[src/sv/keypad_integer_calculator_assert.svh]
// Assertion macros used by the calculator top-level RTL.
// Each macro expects clk and rst_n in scope.
`ifndef KEYPAD_INTEGER_CALCULATOR_ASSERT_SVH
`define KEYPAD_INTEGER_CALCULATOR_ASSERT_SVH

// The consequent must hold in the same cycle as the antecedent.
`define KIC_ASSERT_NOW(lbl, ante, cons, msg) \
  lbl: assert property (@(posedge clk) disable iff (!rst_n) (ante) |-> (cons)) \
    else $error(msg);

// The consequent must hold in the cycle after the antecedent.
`define KIC_ASSERT_NEXT(lbl, ante, cons, msg) \
  lbl: assert property (@(posedge clk) disable iff (!rst_n) (ante) |=> (cons)) \
    else $error(msg);

`endif

[src/sv/kic_pkg.sv]
`default_nettype none

package kic_pkg;

  localparam int unsigned VALUE_W = 16;

  typedef logic [7:0] key_t;
  typedef logic [1:0] op_t;
  typedef logic [2:0] cmd_kind_t;
  typedef logic [3:0] digit_t;

  localparam key_t KEY_NONE = 8'h00;
  localparam key_t KEY_0    = 8'h30;
  localparam key_t KEY_9    = 8'h39;
  localparam key_t KEY_ADD  = 8'h2B;
  localparam key_t KEY_SUB  = 8'h2D;
  localparam key_t KEY_MUL  = 8'h2A;
  localparam key_t KEY_DIV  = 8'h2F;
  localparam key_t KEY_EQ   = 8'h3D;
  localparam key_t KEY_DOT  = 8'h2E;

  localparam op_t OP_ADD = 2'd0;
  localparam op_t OP_SUB = 2'd1;
  localparam op_t OP_MUL = 2'd2;
  localparam op_t OP_DIV = 2'd3;

  localparam cmd_kind_t CMD_ADD   = 3'd0;
  localparam cmd_kind_t CMD_SUB   = 3'd1;
  localparam cmd_kind_t CMD_MUL   = 3'd2;
  localparam cmd_kind_t CMD_DIV   = 3'd3;
  localparam cmd_kind_t CMD_PASS  = 3'd4;
  localparam cmd_kind_t CMD_MAC10 = 3'd5;

  typedef struct packed {
    logic      start;
    cmd_kind_t kind;
    digit_t    digit;
  } eng_cmd_t;

  typedef struct packed {
    logic done;
    logic error;
  } eng_sts_t;

  function automatic cmd_kind_t op_to_cmd(input op_t op);
    cmd_kind_t k;
    unique case (op)
      OP_ADD:  k = CMD_ADD;
      OP_SUB:  k = CMD_SUB;
      OP_MUL:  k = CMD_MUL;
      OP_DIV:  k = CMD_DIV;
      default: k = CMD_ADD;
    endcase
    return k;
  endfunction

endpackage

`default_nettype wire

[src/sv/kic_engine.sv]
`default_nettype none

module kic_engine #(
  parameter int unsigned DATA_WIDTH = 16
) (
  input  wire logic                    clk,
  input  wire logic                    rst_n,
  input  wire kic_pkg::eng_cmd_t       cmd,
  input  wire logic [DATA_WIDTH-1:0]   opa,
  input  wire logic [DATA_WIDTH-1:0]   opb,
  output kic_pkg::eng_sts_t            sts,
  output logic [DATA_WIDTH-1:0]        result
);

  localparam int unsigned W     = DATA_WIDTH;
  localparam int unsigned CNT_W = $clog2(DATA_WIDTH);

  localparam logic [1:0] E_IDLE = 2'd0;
  localparam logic [1:0] E_RUN  = 2'd1;
  localparam logic [1:0] E_FIX  = 2'd2;

  logic [1:0]               st_r, st_nxt;
  kic_pkg::cmd_kind_t       kind_r, kind_nxt;
  logic [CNT_W-1:0]         cnt_r, cnt_nxt;
  logic [W-1:0]             x_r, x_nxt;
  logic [W-1:0]             y_r, y_nxt;
  logic [W-1:0]             acc_r, acc_nxt;
  logic [W-1:0]             rem_r, rem_nxt;
  logic [1:0]               carry_r, carry_nxt;
  logic [2:0]               hist_r, hist_nxt;
  kic_pkg::digit_t          dig_r, dig_nxt;
  logic                     neg_r, neg_nxt;
  logic                     done_r, done_nxt;
  logic                     err_r, err_nxt;

  function automatic logic [W-1:0] mag(input logic [W-1:0] v);
    return v[W-1] ? (W'(0) - v) : v;
  endfunction

  always_comb begin
    logic [2:0] s3;
    logic [1:0] s2;
    logic [W:0] rem_sh;
    logic [W:0] diff;
    st_nxt    = st_r;
    kind_nxt  = kind_r;
    cnt_nxt   = cnt_r;
    x_nxt     = x_r;
    y_nxt     = y_r;
    acc_nxt   = acc_r;
    rem_nxt   = rem_r;
    carry_nxt = carry_r;
    hist_nxt  = hist_r;
    dig_nxt   = dig_r;
    neg_nxt   = neg_r;
    done_nxt  = 1'b0;
    err_nxt   = err_r;
    s3        = 3'(hist_r[0]) + 3'(hist_r[2]) + 3'(dig_r[0]) + 3'(carry_r);
    s2        = 2'(x_r[0]) + 2'(y_r[0]) + 2'(carry_r[0]);
    rem_sh    = {rem_r, x_r[W-1]};
    diff      = rem_sh - {1'b0, y_r};
    unique case (st_r)
      E_IDLE: begin
        if (cmd.start) begin
          kind_nxt  = cmd.kind;
          cnt_nxt   = CNT_W'(W - 1);
          x_nxt     = opa;
          y_nxt     = opb;
          acc_nxt   = '0;
          rem_nxt   = '0;
          carry_nxt = 2'd0;
          hist_nxt  = 3'd0;
          dig_nxt   = cmd.digit;
          neg_nxt   = 1'b0;
          err_nxt   = 1'b0;
          st_nxt    = E_RUN;
          unique case (cmd.kind)
            kic_pkg::CMD_SUB: begin
              y_nxt     = ~opb;
              carry_nxt = 2'd1;
            end
            kic_pkg::CMD_DIV: begin
              x_nxt   = mag(opa);
              y_nxt   = mag(opb);
              neg_nxt = opa[W-1] ^ opb[W-1];
              if (opb == '0) begin
                x_nxt   = '0;
                err_nxt = 1'b1;
                st_nxt  = E_FIX;
              end
            end
            kic_pkg::CMD_PASS: begin
              st_nxt = E_FIX;
            end
            default: begin
            end
          endcase
        end
      end
      E_RUN: begin
        unique case (kind_r)
          kic_pkg::CMD_MAC10: begin
            x_nxt     = {s3[0], x_r[W-1:1]};
            hist_nxt  = {hist_r[1:0], x_r[0]};
            dig_nxt   = dig_r >> 1;
            carry_nxt = s3[2:1];
          end
          kic_pkg::CMD_ADD, kic_pkg::CMD_SUB: begin
            x_nxt     = {s2[0], x_r[W-1:1]};
            y_nxt     = y_r >> 1;
            carry_nxt = {1'b0, s2[1]};
          end
          kic_pkg::CMD_MUL: begin
            acc_nxt = acc_r + (y_r[0] ? x_r : '0);
            x_nxt   = x_r << 1;
            y_nxt   = y_r >> 1;
          end
          kic_pkg::CMD_DIV: begin
            if (!diff[W]) begin
              rem_nxt = diff[W-1:0];
              x_nxt   = {x_r[W-2:0], 1'b1};
            end else begin
              rem_nxt = rem_sh[W-1:0];
              x_nxt   = {x_r[W-2:0], 1'b0};
            end
          end
          default: begin
          end
        endcase
        if (cnt_r == '0) begin
          st_nxt = E_FIX;
        end else begin
          cnt_nxt = cnt_r - 1'b1;
        end
      end
      E_FIX: begin
        if (kind_r == kic_pkg::CMD_MUL) begin
          x_nxt = acc_r;
        end else if (kind_r == kic_pkg::CMD_DIV && neg_r) begin
          x_nxt = W'(0) - x_r;
        end
        done_nxt = 1'b1;
        st_nxt   = E_IDLE;
      end
      default: begin
        st_nxt = E_IDLE;
      end
    endcase
  end

  always_ff @(posedge clk) begin
    if (!rst_n) begin
      st_r   <= E_IDLE;
      done_r <= 1'b0;
      err_r  <= 1'b0;
    end else begin
      st_r   <= st_nxt;
      done_r <= done_nxt;
      err_r  <= err_nxt;
    end
  end

  always_ff @(posedge clk) begin
    kind_r  <= kind_nxt;
    cnt_r   <= cnt_nxt;
    x_r     <= x_nxt;
    y_r     <= y_nxt;
    acc_r   <= acc_nxt;
    rem_r   <= rem_nxt;
    carry_r <= carry_nxt;
    hist_r  <= hist_nxt;
    dig_r   <= dig_nxt;
    neg_r   <= neg_nxt;
  end

  assign sts.done  = done_r;
  assign sts.error = err_r;
  assign result    = x_r;

endmodule

`default_nettype wire

[src/sv/keypad_integer_calculator.sv]
// Channel  | Ports                         | Direction | Word
// input    | in_valid, in_ready            | in        | in_key_code
// result   | out_valid, out_ready          | out       | out_value, out_error
//
// A digit word occupies the block while the engine builds operand * 10 + digit
// one bit per cycle. An '=' word with an operator runs the engine as well, but
// a division by zero or an '=' with no operator goes straight to the result; the
// word also waits while a full output register waits for out_ready. Other words,
// and a digit word once the key count has reached its limit, leave in_ready high.
// Reset is synchronous and active low and clears operands, operator and count.
`default_nettype none

`include "keypad_integer_calculator_assert.svh"

module keypad_integer_calculator #(
  parameter int unsigned MAX_KEYS   = 16,
  parameter int unsigned DATA_WIDTH = 16
) (
  input  wire logic               clk,
  input  wire logic               rst_n,
  input  wire logic               in_valid,
  output logic                    in_ready,
  input  wire logic [7:0]         in_key_code,
  output logic                    out_valid,
  input  wire logic               out_ready,
  output logic signed [15:0]      out_value,
  output logic                    out_error
);

  localparam int unsigned CNT_W = $clog2(MAX_KEYS);

  localparam logic [1:0] ST_IDLE = 2'd0;
  localparam logic [1:0] ST_ACC  = 2'd1;
  localparam logic [1:0] ST_EVAL = 2'd2;
  localparam logic [1:0] ST_HOLD = 2'd3;

  logic [1:0]              st_r, st_nxt;
  logic [DATA_WIDTH-1:0]   a_r, a_nxt;
  logic [DATA_WIDTH-1:0]   b_r, b_nxt;
  kic_pkg::op_t            op_r, op_nxt;
  logic                    seen_r, seen_nxt;
  logic [CNT_W-1:0]        cnt_r, cnt_nxt;
  logic                    out_valid_r, out_valid_nxt;
  logic signed [15:0]      out_value_r, out_value_nxt;
  logic                    out_error_r, out_error_nxt;

  kic_pkg::eng_cmd_t       eng_cmd;
  kic_pkg::eng_sts_t       eng_sts;
  logic [DATA_WIDTH-1:0]   eng_opa;
  logic [DATA_WIDTH-1:0]   eng_res;
  logic signed [DATA_WIDTH-1:0] res_s;

  logic accept;
  logic is_digit;
  logic is_eq;
  logic full;

  assign in_ready  = (st_r == ST_IDLE);
  assign accept    = in_valid && in_ready;
  assign is_digit  = (in_key_code >= kic_pkg::KEY_0) && (in_key_code <= kic_pkg::KEY_9);
  assign is_eq     = (in_key_code == kic_pkg::KEY_EQ);
  assign full      = (cnt_r >= CNT_W'(MAX_KEYS - 1));
  assign res_s     = eng_res;

  always_comb begin
    eng_cmd.start = accept && (is_eq || (is_digit && !full));
    eng_cmd.kind  = is_eq ? (seen_r ? kic_pkg::op_to_cmd(op_r) : kic_pkg::CMD_PASS)
                          : kic_pkg::CMD_MAC10;
    eng_cmd.digit = 4'(in_key_code - kic_pkg::KEY_0);
    eng_opa       = (!is_eq && seen_r) ? b_r : a_r;
  end

  kic_engine #(
    .DATA_WIDTH(DATA_WIDTH)
  ) u_engine (
    .clk   (clk),
    .rst_n (rst_n),
    .cmd   (eng_cmd),
    .opa   (eng_opa),
    .opb   (b_r),
    .sts   (eng_sts),
    .result(eng_res)
  );

  always_comb begin
    logic load_out;
    logic clear;
    st_nxt        = st_r;
    a_nxt         = a_r;
    b_nxt         = b_r;
    op_nxt        = op_r;
    seen_nxt      = seen_r;
    cnt_nxt       = cnt_r;
    out_valid_nxt = out_valid_r;
    out_value_nxt = out_value_r;
    out_error_nxt = out_error_r;
    load_out      = 1'b0;
    clear         = 1'b0;
    if (out_valid_r && out_ready) begin
      out_valid_nxt = 1'b0;
    end
    unique case (st_r)
      ST_IDLE: begin
        if (accept) begin
          priority if (in_key_code == kic_pkg::KEY_NONE) begin
          end else if (is_eq) begin
            st_nxt = ST_EVAL;
          end else if (in_key_code == kic_pkg::KEY_DOT) begin
            clear = 1'b1;
          end else if (full) begin
          end else begin
            cnt_nxt = cnt_r + 1'b1;
            priority if (is_digit) begin
              st_nxt = ST_ACC;
            end else if (in_key_code == kic_pkg::KEY_ADD) begin
              op_nxt   = kic_pkg::OP_ADD;
              seen_nxt = 1'b1;
            end else if (in_key_code == kic_pkg::KEY_SUB) begin
              op_nxt   = kic_pkg::OP_SUB;
              seen_nxt = 1'b1;
            end else if (in_key_code == kic_pkg::KEY_MUL) begin
              op_nxt   = kic_pkg::OP_MUL;
              seen_nxt = 1'b1;
            end else if (in_key_code == kic_pkg::KEY_DIV) begin
              op_nxt   = kic_pkg::OP_DIV;
              seen_nxt = 1'b1;
            end else begin
            end
          end
        end
      end
      ST_ACC: begin
        if (eng_sts.done) begin
          if (seen_r) begin
            b_nxt = eng_res;
          end else begin
            a_nxt = eng_res;
          end
          st_nxt = ST_IDLE;
        end
      end
      ST_EVAL: begin
        if (eng_sts.done) begin
          if (!out_valid_nxt) begin
            load_out = 1'b1;
          end else begin
            st_nxt = ST_HOLD;
          end
        end
      end
      ST_HOLD: begin
        if (!out_valid_nxt) begin
          load_out = 1'b1;
        end
      end
      default: begin
        st_nxt = ST_IDLE;
      end
    endcase
    if (load_out) begin
      out_valid_nxt = 1'b1;
      out_value_nxt = 16'(res_s);
      out_error_nxt = eng_sts.error;
      clear         = 1'b1;
      st_nxt        = ST_IDLE;
    end
    if (clear) begin
      a_nxt    = '0;
      b_nxt    = '0;
      op_nxt   = kic_pkg::OP_ADD;
      seen_nxt = 1'b0;
      cnt_nxt  = '0;
    end
  end

  always_ff @(posedge clk) begin
    if (!rst_n) begin
      st_r        <= ST_IDLE;
      a_r         <= '0;
      b_r         <= '0;
      op_r        <= kic_pkg::OP_ADD;
      seen_r      <= 1'b0;
      cnt_r       <= '0;
      out_valid_r <= 1'b0;
    end else begin
      st_r        <= st_nxt;
      a_r         <= a_nxt;
      b_r         <= b_nxt;
      op_r        <= op_nxt;
      seen_r      <= seen_nxt;
      cnt_r       <= cnt_nxt;
      out_valid_r <= out_valid_nxt;
    end
  end

  always_ff @(posedge clk) begin
    out_value_r <= out_value_nxt;
    out_error_r <= out_error_nxt;
  end

  assign out_valid = out_valid_r;
  assign out_value = out_value_r;
  assign out_error = out_error_r;

  `KIC_ASSERT_NOW(a_done_owned, eng_sts.done, st_r == ST_ACC || st_r == ST_EVAL, "stray done")
  `KIC_ASSERT_NOW(a_count_bound, 1'b1, cnt_r <= CNT_W'(MAX_KEYS - 1), "key count overrun")
  `KIC_ASSERT_NEXT(a_eq_evaluates, accept && is_eq, st_r == ST_EVAL, "evaluate key ignored")
  `KIC_ASSERT_NOW(a_error_zero, out_valid_r && out_error_r, ~|out_value_r, "nonzero error word")

endmodule

`default_nettype wire

[config.mk]
export PLATFORM = sky130hd
export DESIGN_NAME = keypad_integer_calculator
export DESIGN_NICKNAME = d
export VERILOG_FILES = /design/src/sv/kic_pkg.sv /design/src/sv/kic_engine.sv /design/src/sv/keypad_integer_calculator.sv
export VERILOG_INCLUDE_DIRS = /design/src /design/src/sv
export SDC_FILE = /design/constraint.sdc
export NUM_CORES = 1
export LEC_CHECK = 0
export BUFFER_PORTS_ARGS = -buffer_cell sky130_fd_sc_hd__buf_2
export CORE_MARGIN = 4
export CORE_UTILIZATION = 32
export CTS_CLUSTER_SIZE = 10
export DETAILED_ROUTE_END_ITERATION = 10
export PLACE_DENSITY = 0.51
export SYNTH_ARGS = -nofsm -noshare
export SYNTH_HDL_FRONTEND = slang
export SYNTH_SLANG_ARGS = --single-unit
[constraint.sdc]
create_clock -name clk -period 7.05 [get_ports clk]
set_input_delay 0.3525 -clock clk [delete_from_list [all_inputs] [get_ports clk]]
set_output_delay 0.3525 -clock clk [all_outputs]
set_load 0.01 [all_outputs]
After elaboration in Yosys (flattened, before gate mapping)
Index checks and enable logic that the tools add are counted.
Cells by class
  add/sub/neg operators: 13
  magnitude comparators: 3
  equality and inequality tests: 39
  multiplexer cells: 75
  bitwise gates (word level): 9
  reduce and logical (&&, ||, !) cells: 39
Operators with widths (count)
  16-bit two-way mux: 15
  16-bit one-hot mux with 2 select lines: 4
  16-bit one-hot mux with 4 select lines: 1
  8-bit by 6-bit == test with 1-bit output, second input constant: 6
  16-bit one-hot mux with 3 select lines: 1
  1-bit by 16-bit subtractor with 16-bit output, first input constant: 3
  2-bit two-way mux: 17
  3-bit AND reduction: 8
  1-bit two-way mux: 19
  17-bit by 16-bit subtractor with 17-bit output: 1
  16-bit adder: 1
  16-bit logical NOT: 1
  4-bit two-way mux: 4
  16-bit NOT: 1
  2-bit one-hot mux with 2 select lines: 4
  4-bit one-hot mux with 2 select lines: 2
  3-bit two-way mux: 4
  2-bit by 1-bit inequality test with 1-bit output, second input constant: 6
  2-bit inequality test, second input constant: 6
  3-bit one-hot mux with 4 select lines: 1
  2-bit == test, second input constant: 5
  3-bit by 2-bit == test with 1-bit output, second input constant: 3
  3-bit inequality test, second input constant: 3
  9-bit AND reduction: 1
  other kinds (35): 61
Word-level totals
  register bits: 144
  bits of input ports: 12
  output and inout port bits: 19

Longest topological paths before layout
Gate-level depths: netlist (run 1).
  depth in word-level cells: 10
  gate-level depth with buffers: 14
  gate-level depth less buffers: 13

Hierarchy
Synthesis (run 1) repeated with hierarchy kept, for this count alone.
Unflattened totals
  cells, all modules: 1028
  area total of the unflattened synthesis: 9374.0 um^2
Modules (own cells, without submodules)
  kic_engine: times used 1, cells an instance 764, area each 6827.8 um^2, seq. area each 2512.4 um^2
  keypad_integer_calculator: times used 1, cells an instance 264, area each 2546.2 um^2, seq. area each 1351.3 um^2

Least setup slack after synthesis (run 1)
No wires, ideal clock.
  path kind: reg2reg
  start: register u_engine.y_r[0]
  end: register u_engine.acc_r[13] (data pin)
  arrival time: 2.502 ns
  required time: 6.790 ns
  setup slack: 4.288 ns
  cell stages (with the launch flop): 13
  buffers on the path: 1
  path through: edfxtp_1 > clkbuf_1 > nand2_1 > inv_1 > ha_1 > a21oi_1 > o211ai_1 > nand2b_1 > a311o_1 > a41oi_1 > nand2b_1 > a21oi_1 > mux2i_1
Between the ends
  longest elaborated chain between the ends: 4
RTL lines
  start: declaration: RTL line kic_engine.sv:26  | logic [W-1:0] y_r, y_nxt;
  start signal: assignment: RTL line kic_engine.sv:167  | y_r <= y_nxt;
  16-bit two-way mux: RTL line kic_engine.sv:114  | acc_nxt = acc_r + (y_r[0] ? x_r : '0);
  16-bit adder: RTL line kic_engine.sv:114
  16-bit two-way mux: RTL line kic_engine.sv:101  | unique case (kind_r)
  16-bit one-hot mux with 2 select lines: RTL line kic_engine.sv:62  | unique case (st_r)
  end signal: assignment: RTL line kic_engine.sv:168  | acc_r <= acc_nxt;
  end: declaration: RTL line kic_engine.sv:27  | logic [W-1:0] acc_r, acc_nxt;
Every way passes these cells. The select of a mux whose other input is x is not followed.
A chain may end at the register's enable or synchronous reset.

Worst setup path in the final report (run 1)
  start: register u_engine.y_r[0]
  end: register u_engine.rem_r[6] (data pin)
Between the ends
  longest elaborated chain between the ends: 4
RTL lines
  17-bit by 16-bit subtractor with 17-bit output: RTL line kic_engine.sv:61  | diff = rem_sh - {1'b0, y_r};
  16-bit two-way mux: RTL line kic_engine.sv:119  | if (!diff[W]) begin
  16-bit two-way mux: RTL line kic_engine.sv:101
  16-bit one-hot mux with 2 select lines: RTL line kic_engine.sv:62
  end signal: assignment: RTL line kic_engine.sv:169  | rem_r <= rem_nxt;
  end: declaration: RTL line kic_engine.sv:28  | logic [W-1:0] rem_r, rem_nxt;
Every way passes these cells. The select of a mux whose other input is x is not followed.

==> results_dict.tcl, run 1 <==
set metrics [dict create \
    critPathMaxStageDelay_ns 0.66 \
    ys_seq_elements 144 \
    syn_nets 1108 \
    row_count 62 \
    ys_warn_count 0 \
    grt_pass1_vias 7296 \
    cts.clk_slew.worst_paths_ns 0.07 \
    critPathSlowestCell "edfxtp_1" \
    rsz0062_at_grt "no" \
    synthTopCellsByArea "edfxtp_1, dfxtp_1, nand2_1, ha_1, a21oi_1" \
    synth_common_cells "nand2_1, edfxtp_1, a21oi_1, nor2_1, o21ai_0" \
    synth-edff-count 98 \
    tritoncts "done" \
    dr_total_vias 7468 \
    dieArea_um2 31800 \
    irDropWorstVdd_v 0.000167 \
    end_kind "flop" \
    root_buffer "clkbuf_16" \
    path_cells "ha_1 -> fa_1 -> nor2b_1 -> o21bai_1 -> a21o_1 -> a211oi_1 -> o2111ai_1 -> nand3_1 -> buf_4 -> mux2i_1 -> nor2_1" \
    critPathTopFamily "compound AO/OA/AOI/OAI gates" \
    h-tree-depth 4 \
    synth.most_common_cell "nand2_1" \
    clkLatencyLatePin_ns 0.43 \
    dieWidth_um 178 \
    gr-usage-all-layers_pct 16.3 \
    gp_congestion 0.843 \
    clock_tree.buffer_depth 2 \
    p_per_area_nw_per_um2 234 \
    fin_area_um2 10400 \
    period_share_pct 51.2 \
    grt_start_max_net_pins 56 \
    synth_cell_types 67 \
    drive_gt1_share_pct 8.88 \
    critPathBufInv 1 \
    criticalPathCategory "reg2reg" \
    synthArstFlopShare_pct 0 \
    start_kind "flop" \
    syn_inst 1045 \
    die_h_um 178 \
    cp.required_ns 7.21 \
    clkSinkCount 144 \
    final.setup.tns_ns 0 \
    wl_per_cell_um 17.4 \
    cts_buffers 17 \
    core-area_um2 28600 \
    port_buffers 30 \
    drt-initial-drc-count 492 \
    n_antenna_cell 0 \
    finClkSkew_ns 0.00884 \
    start_util_pct 32.4 \
    setup_viol 0 \
    drv_slew 0 \
    ctsResizeCount 0 \
    min_path_type "in2reg" \
    slew_headroom_pct 17.7 \
    dpl_cell_area_um2 9740 \
    vias_per_cell 5.18 \
    drc 0 \
    path_max_fanout 21 \
    timing.fmax_mhz 277 \
    cts_setup_buffers 0 \
    wl_mm 25.0 \
    grt_pass1_wl_mm 40.6 \
    tightest_slew_ns 1.23 \
    io_pins 31 \
    post-route-util_pct 36.2 \
    outcome "finished, final reports clean" \
    overflow 0 \
    synth_top_area_share_pct 31.7 \
    syn_area_per_cell_um2 8.87 \
    synth_top_area_cell "edfxtp_1" \
    synthToLayoutAreaGrowth_pct 11.8 \
    fin_crit_ns 3.61 \
    arrival_ns 3.78 \
    dr.pass1.iters 5 \
    postCtsHoldBufs 0 \
    synth-seq-area-share_pct 41.7 \
    antenna_found_initial 0 \
    synth_flop_cell "edfxtp_1" \
    ant_nets 0 \
    final_nets 1108 \
    leakage_uw 0.00392 \
    place_hpwl_mm 17.7 \
    netlist_area_um2 9270 \
    maxCapViolCount 0 \
    hold_viol_final 0 \
]
[logic make-up (layout without fill, tap and decap cells)]
kind of cell	after synthesis	in the layout	share of synthesized area, %
buf+inv	107	120	4.67
mux	41	41	4.47
simple gates	393	393	19.8
flops	144	144	41.7
fa+ha+maj	51	51	7.29
compound gates	241	241	15.6
xor+xnor	68	68	6.42
[final timing paths]
check / cells past startpoint / end / slack (ns) / from
worst max-delay path: 11 / u_engine.rem_r[6]$_SDFFCE_PN0P_ / 3.44 / u_engine.y_r[0]$_DFFE_PP_
worst min-delay path: 2 / u_engine.done_r$_SDFF_PN0_ / 0.22 / rst_n
worst max register to register: 11 / u_engine.rem_r[6]$_SDFFCE_PN0P_ / 3.44 / u_engine.y_r[0]$_DFFE_PP_
worst min register to register: 2 / a_r[14]$_SDFFE_PP0P_ / 0.46 / a_r[14]$_SDFFE_PP0P_
[registers in the layout, indices dropped and copies added, names as in the netlist, 2 cells and up]
| register | flops |
|---|---|
| a_r | 16 |
| b_r | 16 |
| out_value | 16 |
| u_engine.acc_r | 16 |
| u_engine.rem_r | 16 |
| u_engine.result | 16 |
| u_engine.y_r | 16 |
| cnt_r | 4 |
| u_engine.cnt_r | 4 |
| u_engine.dig_r | 4 |
| u_engine.hist_r | 3 |
| u_engine.kind_r | 3 |
| op_r | 2 |
| st_r | 2 |
| u_engine.carry_r | 2 |
| u_engine.st_r | 2 |
[cells in the final DEF (no fill, tap or decap), drive strengths merged, types with 8 or more instances in the layout]
cell    synthesis  layout
o22ai           9       9
nand2b         11      11
nor4            8       8
nor2           75      75
clkbuf         45      19
mux2i          38      38
dfxtp          46      46
edfxtp         98      98
inv            46      46
o21ai          71      71
and2           23      23
nand3          29      29
xnor2          39      39
nand2         168     168
a21oi          87      87
or3             9       9
xor2           29      29
clkinv          2       8
a211oi          8       8
nor2b          10      10
nor3           24      24
ha             46      46
buf            14      40
a31oi          10      10
o21a            9       9
[metrics by stage]
step           instances  total power, uW  hold WS (ns)  worst slack, ns
2_1_floorplan       1045             1350         0.408             4.29
3_3_place_gp        1410             1480         0.445             3.56
3_5_place_dp        1410             1480         0.450             3.45
4_1_cts             1442             2450         0.205             3.43
5_1_grt             1442             2540         0.220             3.23
6_report            1442             2420         0.222             3.44
[metal layers]
layer  wire length [um]  GRT usage, %  vias up  share of wire (%)
li1                   -             -     3695                  -
met2              10900          24.8      194                 44
met3               1360          3.41       24                5.4
met1              12400          23.6     3555                 50
met5                  0             0        -                  0
met4                335          4.22        0                1.3
[where the power goes]
group / switching, uW / internal [uW]
sequential: 60.4 / 967
clock: 377 / 586
combinational: 275 / 158
total: 713 / 1710
[area by class of cell]
| class | count | area [um2] |
|---|---|---|
| clock buffers | 19 | 464 |
| clock inverters | 13 | 160 |
| fillers | 2940 | 18300 |
| inverters | 48 | 180 |
| multi-input cells | 794 | 4990 |
| flip-flops and latches | 144 | 3860 |
| well taps | 384 | 480 |
| repair buffers | 40 | 225 |
No activity file was read; power rests on OpenSTA's default activity.
==> inputs of run 2 (changes only) <==
--- a/config.mk
+++ b/config.mk
@@ -11,7 +11,7 @@
 export CORE_UTILIZATION = 32
 export CTS_CLUSTER_SIZE = 10
 export DETAILED_ROUTE_END_ITERATION = 10
-export PLACE_DENSITY = 0.51
+export PLACE_DENSITY = 0.52
 export SYNTH_ARGS = -nofsm -noshare
 export SYNTH_HDL_FRONTEND = slang
 export SYNTH_SLANG_ARGS = --single-unit
==> constraint.sdc (replaced) <==
create_clock -name clk -period 3.15 [get_ports clk]
set_input_delay 0.1575 -clock clk [delete_from_list [all_inputs] [get_ports clk]]
set_output_delay 0.1575 -clock clk [all_outputs]
set_load 0.01 [all_outputs]
==> run 2 against run 1 <==
  * Sequential power is 120% higher
  * Design area up 3.0%
  * Core utilization increased by 1.1 points
  * Critical endpoint is now u_engine.acc_r[13]$_SDFFCE_PN0P_
  * Hold slack worse by 0.19 ns
  * Largest cell class unchanged
  * Via count grew 0.15%
  * Count of clock-buffer cells in the layout shrank 2
  * Sequential share of layout area is 1.1 points lower
==> results_dict.tcl, run 2 (synthesized netlist as in run 1, its figures left out) <==
set metrics [dict create \
    outcome "finished, final reports clean" \
    row_count 62 \
    arrival_ns 3.02 \
    path_max_fanout 14 \
    final_nets 1146 \
    end_kind "flop" \
    cts_setup_buffers 0 \
    gp_congestion 0.843 \
    final.setup.tns_ns 0 \
    holdPathEnd "out_valid$_SDFF_PN0_" \
    min_path_type "in2reg" \
    slew_headroom_pct 43.0 \
    vias_per_cell 5.05 \
    n_antenna_cell 0 \
    reg2reg_slack_ns 0.32 \
    p_total_uw 5490 \
    tightest_slew_ns 0.855 \
    gr-usage-all-layers_pct 16.2 \
    cp.required_ns 3.34 \
    drc 0 \
    critPathBufInv 1 \
    drive_gt1_share_pct 12.1 \
    cts.clk_slew.worst_paths_ns 0.07 \
    fin_area_um2 10700 \
    tritoncts "done" \
    p_per_area_nw_per_um2 515 \
    wl_per_cell_um 16.7 \
    period_share_pct 89.8 \
    drt-initial-drc-count 447 \
    reg2reg_from "u_engine.y_r[0]$_DFFE_PP_" \
    path_cells "buf_4 -> and2_1 -> ha_1 -> nand3_1 -> o211ai_1 -> nand2b_1 -> a311o_1 -> a41oi_2 -> nand2b_1 -> a21oi_1 -> mux2i_1" \
    h-tree-depth 4 \
    die_h_um 178 \
    antenna_found_initial 0 \
    irDropWorstVdd_v 0.000320 \
    dpl_cell_area_um2 10000 \
    fillerInstances 2888 \
    critPathTopFamily "compound AO/OA/AOI/OAI gates" \
    grt_pass1_wl_mm 40.2 \
    mostFrequentLayoutCells "nand2_1, edfxtp_1, a21oi_1" \
    core-area_um2 28600 \
    placed_cells 1447 \
    r2r_end "u_engine.acc_r[13]$_SDFFCE_PN0P_" \
    p_int_uw 3780 \
    start_util_pct 32.4 \
    clkLatencyLatePin_ns 0.44 \
    seq_power_share_pct 41.0 \
    rsz0062_at_grt "no" \
    power_switching_uw 1710 \
    dr.pass1.iters 6 \
    root_buffer "clkbuf_16" \
    power_frac_clock_pct 39.8 \
    place_hpwl_mm 18.2 \
    overflow 0 \
    clkSinkCount 144 \
    final_common_cell "nand2_1" \
    seqCellArea_um2 3860 \
    ff2ff_path_depth 11 \
    port_buffers 30 \
    critPathSlowestCell "edfxtp_1" \
    cts_buffers 17 \
    ant_nets 0 \
    multi_input_area_um2 5000 \
    critPathMaxStageDelay_ns 0.43 \
    swShare_pct 31.2 \
    maxCapViolCount 0 \
    dieArea_um2 31800 \
    hold_viol_final 0 \
    synthToLayoutAreaGrowth_pct 15.1 \
    timing.fmax_mhz 354 \
    grt_start_max_net_pins 39 \
    criticalPathCategory "reg2reg" \
    critPathMostFrequentCell "nand2b_1" \
    fin_cells 1480 \
    start_kind "flop" \
    leakage_uw 0.00414 \
    wl_mm 24.7 \
    io_pins 31 \
    dieWidth_um 178 \
    fin_crit_ns 2.83 \
    clock_tree.buffer_depth 2 \
    drv_slew 0 \
    finClkSkew_ns 0.0121 \
    grt_pass1_vias 7335 \
    hold_depth 4 \
    p_comb_share_pct 19.3 \
    dr_total_vias 7479 \
    holdCritStartpoint "out_ready" \
    setup_viol 0 \
]
[run 2: metrics by stage]
step / utilization [%] / worst slack, ns / hold WS [ns]
CTS: 37.2 / 0.256 / 0.00953
global placement: 35.0 / 0.284 / 0.426
detailed placement: 35.0 / 0.247 / 0.421
global route: 37.3 / 0.0829 / 0.0290
finish: 37.3 / 0.321 / 0.0293
floorplan: - / 0.388 / 0.245
[run 2: repair_timing]
action	in CTS	in global routing
hold buffers	1	0
endpoints found under the setup margin	0	2
gates resized for setup	0	2
endpoints found under the hold margin	1	0
[run 2: power groups by stage]
stage,clock network (uW),registers (uW),logic [uW]
4_1_cts,2230,2250,1060
5_1_grt,2310,2260,1190
2_1_floorplan,0,2250,758
3_3_place_gp,0,2290,1060
3_5_place_dp,0,2290,1060
6_report,2180,2250,1060
[run 2: layer usage]
layer | share of wire, % | global-route usage, % | vias up
li1 | - | - | 3775
met2 | 46 | 25.7 | 152
met1 | 49 | 22.6 | 3529
met4 | 1.6 | 4.83 | 0
met5 | 0 | 0 | -
met3 | 3.9 | 2.80 | 23
[run 2: layout make-up]
| cell class | instances | area share [%] |
|---|---|---|
| clock inverter | 15 | 1.96 |
| tap | 384 | 4.50 |
| multi-input combinational | 794 | 46.9 |
| timing repair buffer | 78 | 4.81 |
| clock buffer | 17 | 3.99 |
| inverter | 48 | 1.69 |
| sequential | 144 | 36.2 |
[run 2: worst max path at each step]
stage          slack [ns]                 startpoint                                to  depth (start not counted)
2_1_floorplan        0.39  u_engine.y_r[0]$_DFFE_PP_  u_engine.acc_r[13]$_SDFFCE_PN0P_                         12
3_3_place_gp         0.28  u_engine.y_r[0]$_DFFE_PP_  u_engine.acc_r[13]$_SDFFCE_PN0P_                         11
3_5_place_dp         0.25  u_engine.y_r[0]$_DFFE_PP_  u_engine.acc_r[13]$_SDFFCE_PN0P_                         11
4_1_cts              0.26  u_engine.y_r[0]$_DFFE_PP_  u_engine.acc_r[13]$_SDFFCE_PN0P_                         11
5_1_grt              0.08  u_engine.y_r[0]$_DFFE_PP_      u_engine.result[0]$_DFFE_PP_                         11
6_report             0.32  u_engine.y_r[0]$_DFFE_PP_  u_engine.acc_r[13]$_SDFFCE_PN0P_                         11
[run 2: worst reg2reg max path, cell delays in order, from the launching register on]
cell	delay (ns)
edfxtp_1	0.43
buf_4	0.20
and2_1	0.16
ha_1	0.33
nand3_1	0.11
o211ai_1	0.13
nand2b_1	0.19
a311o_1	0.43
a41oi_2	0.26
nand2b_1	0.08
a21oi_1	0.18
mux2i_1	0.09
==> inputs of run 3 (changes only) <==
--- a/config.mk
+++ b/config.mk
@@ -8,10 +8,10 @@
 export LEC_CHECK = 0
 export BUFFER_PORTS_ARGS = -buffer_cell sky130_fd_sc_hd__buf_2
 export CORE_MARGIN = 4
-export CORE_UTILIZATION = 32
+export CORE_UTILIZATION = 39
 export CTS_CLUSTER_SIZE = 10
 export DETAILED_ROUTE_END_ITERATION = 10
-export PLACE_DENSITY = 0.52
+export PLACE_DENSITY = 0.6
 export SYNTH_ARGS = -nofsm -noshare
 export SYNTH_HDL_FRONTEND = slang
 export SYNTH_SLANG_ARGS = --single-unit
==> run 3 against run 2 <==
  * Maximum frequency down 3.7%
  * Die area down 17%
  * Total power down 2.2%
  * Register-to-register slack worse by 0.11 ns
  * Combinational power about the same
  * Sequential share of layout area up 0.46 points
  * Flip-flop and latch count unchanged
  * Critical path type unchanged
  * Highest routed layer unchanged
==> results_dict.tcl, run 3 (synthesized netlist as in run 1, its figures left out) <==
set metrics [dict create \
    swShare_pct 31.3 \
    arrival_ns 3.22 \
    wl_per_cell_um 17.7 \
    final.setup.tns_ns 0 \
    grt_pass1_wl_mm 39.9 \
    p_int_uw 3690 \
    setup_viol 0 \
    r2r_end "u_engine.acc_r[13]$_SDFFCE_PN0P_" \
    final_common_cell "nand2_1" \
    post-place-ws_ns 0.178 \
    critPathMaxStageDelay_ns 0.47 \
    place_hpwl_mm 17.8 \
    placed_cells 1380 \
    critPathTopFamily "compound AO/OA/AOI/OAI gates" \
    ff2ff_path_depth 11 \
    dieWidth_um 162 \
    cts.clk_slew.worst_paths_ns 0.07 \
    slew_headroom_pct 39.8 \
    critPathMostFrequentCell "nand2b_1" \
    min_path_type "in2reg" \
    row_count 56 \
    drv_slew 0 \
    mostFrequentLayoutCells "nand2_1, edfxtp_1, a21oi_1" \
    critPathBufInv 1 \
    grt_start_max_net_pins 49 \
    fin_area_um2 10500 \
    period_share_pct 93.2 \
    synthToLayoutAreaGrowth_pct 13.7 \
    h-tree-depth 4 \
    path_max_fanout 14 \
    layout_setup_ws_ns 0.214 \
    start_util_pct 39.6 \
    power_switching_uw 1680 \
    critPathLaunch "u_engine.y_r[0]$_DFFE_PP_" \
    core-area_um2 23400 \
    tritoncts "done" \
    p_comb_share_pct 20.0 \
    overflow 0 \
    p_per_area_nw_per_um2 510 \
    path_cells "buf_4 -> and2_1 -> ha_1 -> nand3_1 -> o211ai_1 -> nand2b_1 -> a311o_1 -> a41oi_2 -> nand2b_1 -> a21oi_1 -> mux2i_1" \
    cp-endpoint "u_engine.acc_r[13]$_SDFFCE_PN0P_" \
    dieArea_um2 26300 \
    dr_total_vias 7686 \
    cp_num_cells 11 \
    io_pins 31 \
    reg2reg_from "u_engine.y_r[0]$_DFFE_PP_" \
    maxCapViolCount 0 \
    multi_input_area_um2 5010 \
    wl_mm 24.9 \
    reg2reg_slack_ns 0.21 \
    irDropWorstVdd_v 0.000389 \
    fin_cells 1412 \
    gr-usage-all-layers_pct 19.2 \
    criticalPathCategory "reg2reg" \
    drc 0 \
    seq_power_share_pct 41.9 \
    ctsResizeCount 0 \
    outcome "finished, final reports clean" \
    clkLatencyLatePin_ns 0.43 \
    root_buffer "clkbuf_16" \
    holdCritStartpoint "in_key_code[2]" \
    end_kind "flop" \
    finClkSkew_ns 0.0106 \
    clkSinkCount 144 \
    final_nets 1143 \
    start_kind "flop" \
    gp_congestion 0.863 \
    leakage_uw 0.00410 \
    antenna_found_initial 0 \
    power_frac_clock_pct 38.0 \
    vias_per_cell 5.44 \
    die_h_um 162 \
    cts_setup_buffers 0 \
    rsz0062_at_grt "no" \
    fin_crit_ns 2.94 \
    cts_buffers 17 \
    tightest_slew_ns 0.903 \
    port_buffers 30 \
    dr.pass1.iters 5 \
    dpl_cell_area_um2 9930 \
    timing.fmax_mhz 341 \
    cp.required_ns 3.43 \
    seqCellArea_um2 3860 \
    fillerInstances 2271 \
    critPathSlowestCell "edfxtp_1" \
    drive_gt1_share_pct 12.1 \
    hold_viol_final 0 \
    drt-initial-drc-count 697 \
    n_antenna_cell 0 \
    postCtsHoldBufs 0 \
    clock_tree.buffer_depth 2 \
    grt_pass1_vias 7353 \
    ant_nets 0 \
]
[run 3: power groups by stage]
| stage | clock (uW) | combinational, uW | sequential [uW] |
|---|---|---|---|
| 4_1_cts | 2070 | 1070 | 2250 |
| 3_5_place_dp | 0 | 1060 | 2290 |
| 2_1_floorplan | 0 | 758 | 2250 |
| 6_report | 2040 | 1080 | 2250 |
| 3_3_place_gp | 0 | 1060 | 2290 |
| 5_1_grt | 2160 | 1200 | 2260 |
[run 3: layout make-up]
type	instances	area share, %
Clock buffer	19	4.51
Clock inverter	13	1.08
Inverter	48	1.71
Multi-Input combinational cell	794	47.5
Sequential cell	144	36.7
Tap cell	319	3.79
Timing Repair Buffer	75	4.75
[run 3: how the worst min path moves through the flow]
stage	end	slack, ns	cells after the start
after CTS	op_r[1]$_SDFFE_PP0P_	0.003	2
after global routing	op_r[1]$_SDFFE_PP0P_	0.02	2
after floorplan	op_r[1]$_SDFFE_PP0P_	0.25	1
final	op_r[1]$_SDFFE_PP0P_	0.01	2
after detailed placement	op_r[1]$_SDFFE_PP0P_	0.45	2
after global placement	a_r[14]$_SDFFE_PP0P_	0.45	2
[run 3: layer usage]
| metal | track usage, % | vias to the layer above | wire length, um |
|---|---|---|---|
| li1 | - | 3762 | - |
| met1 | 26.7 | 3638 | 11500 |
| met2 | 29.9 | 233 | 11100 |
| met3 | 3.22 | 53 | 1470 |
| met4 | 7.73 | 0 | 816 |
| met5 | 0 | - | 0 |
[run 3: metrics by stage]
step           total power, uW  hold slack, ns  util, %
3_5_place_dp              3350           0.447     42.4
6_report                  5370          0.0145     45.0
4_1_cts                   5390         0.00331     45.0
5_1_grt                   5620          0.0236     45.0
2_1_floorplan             3010           0.245        -
3_3_place_gp              3350           0.446     42.4
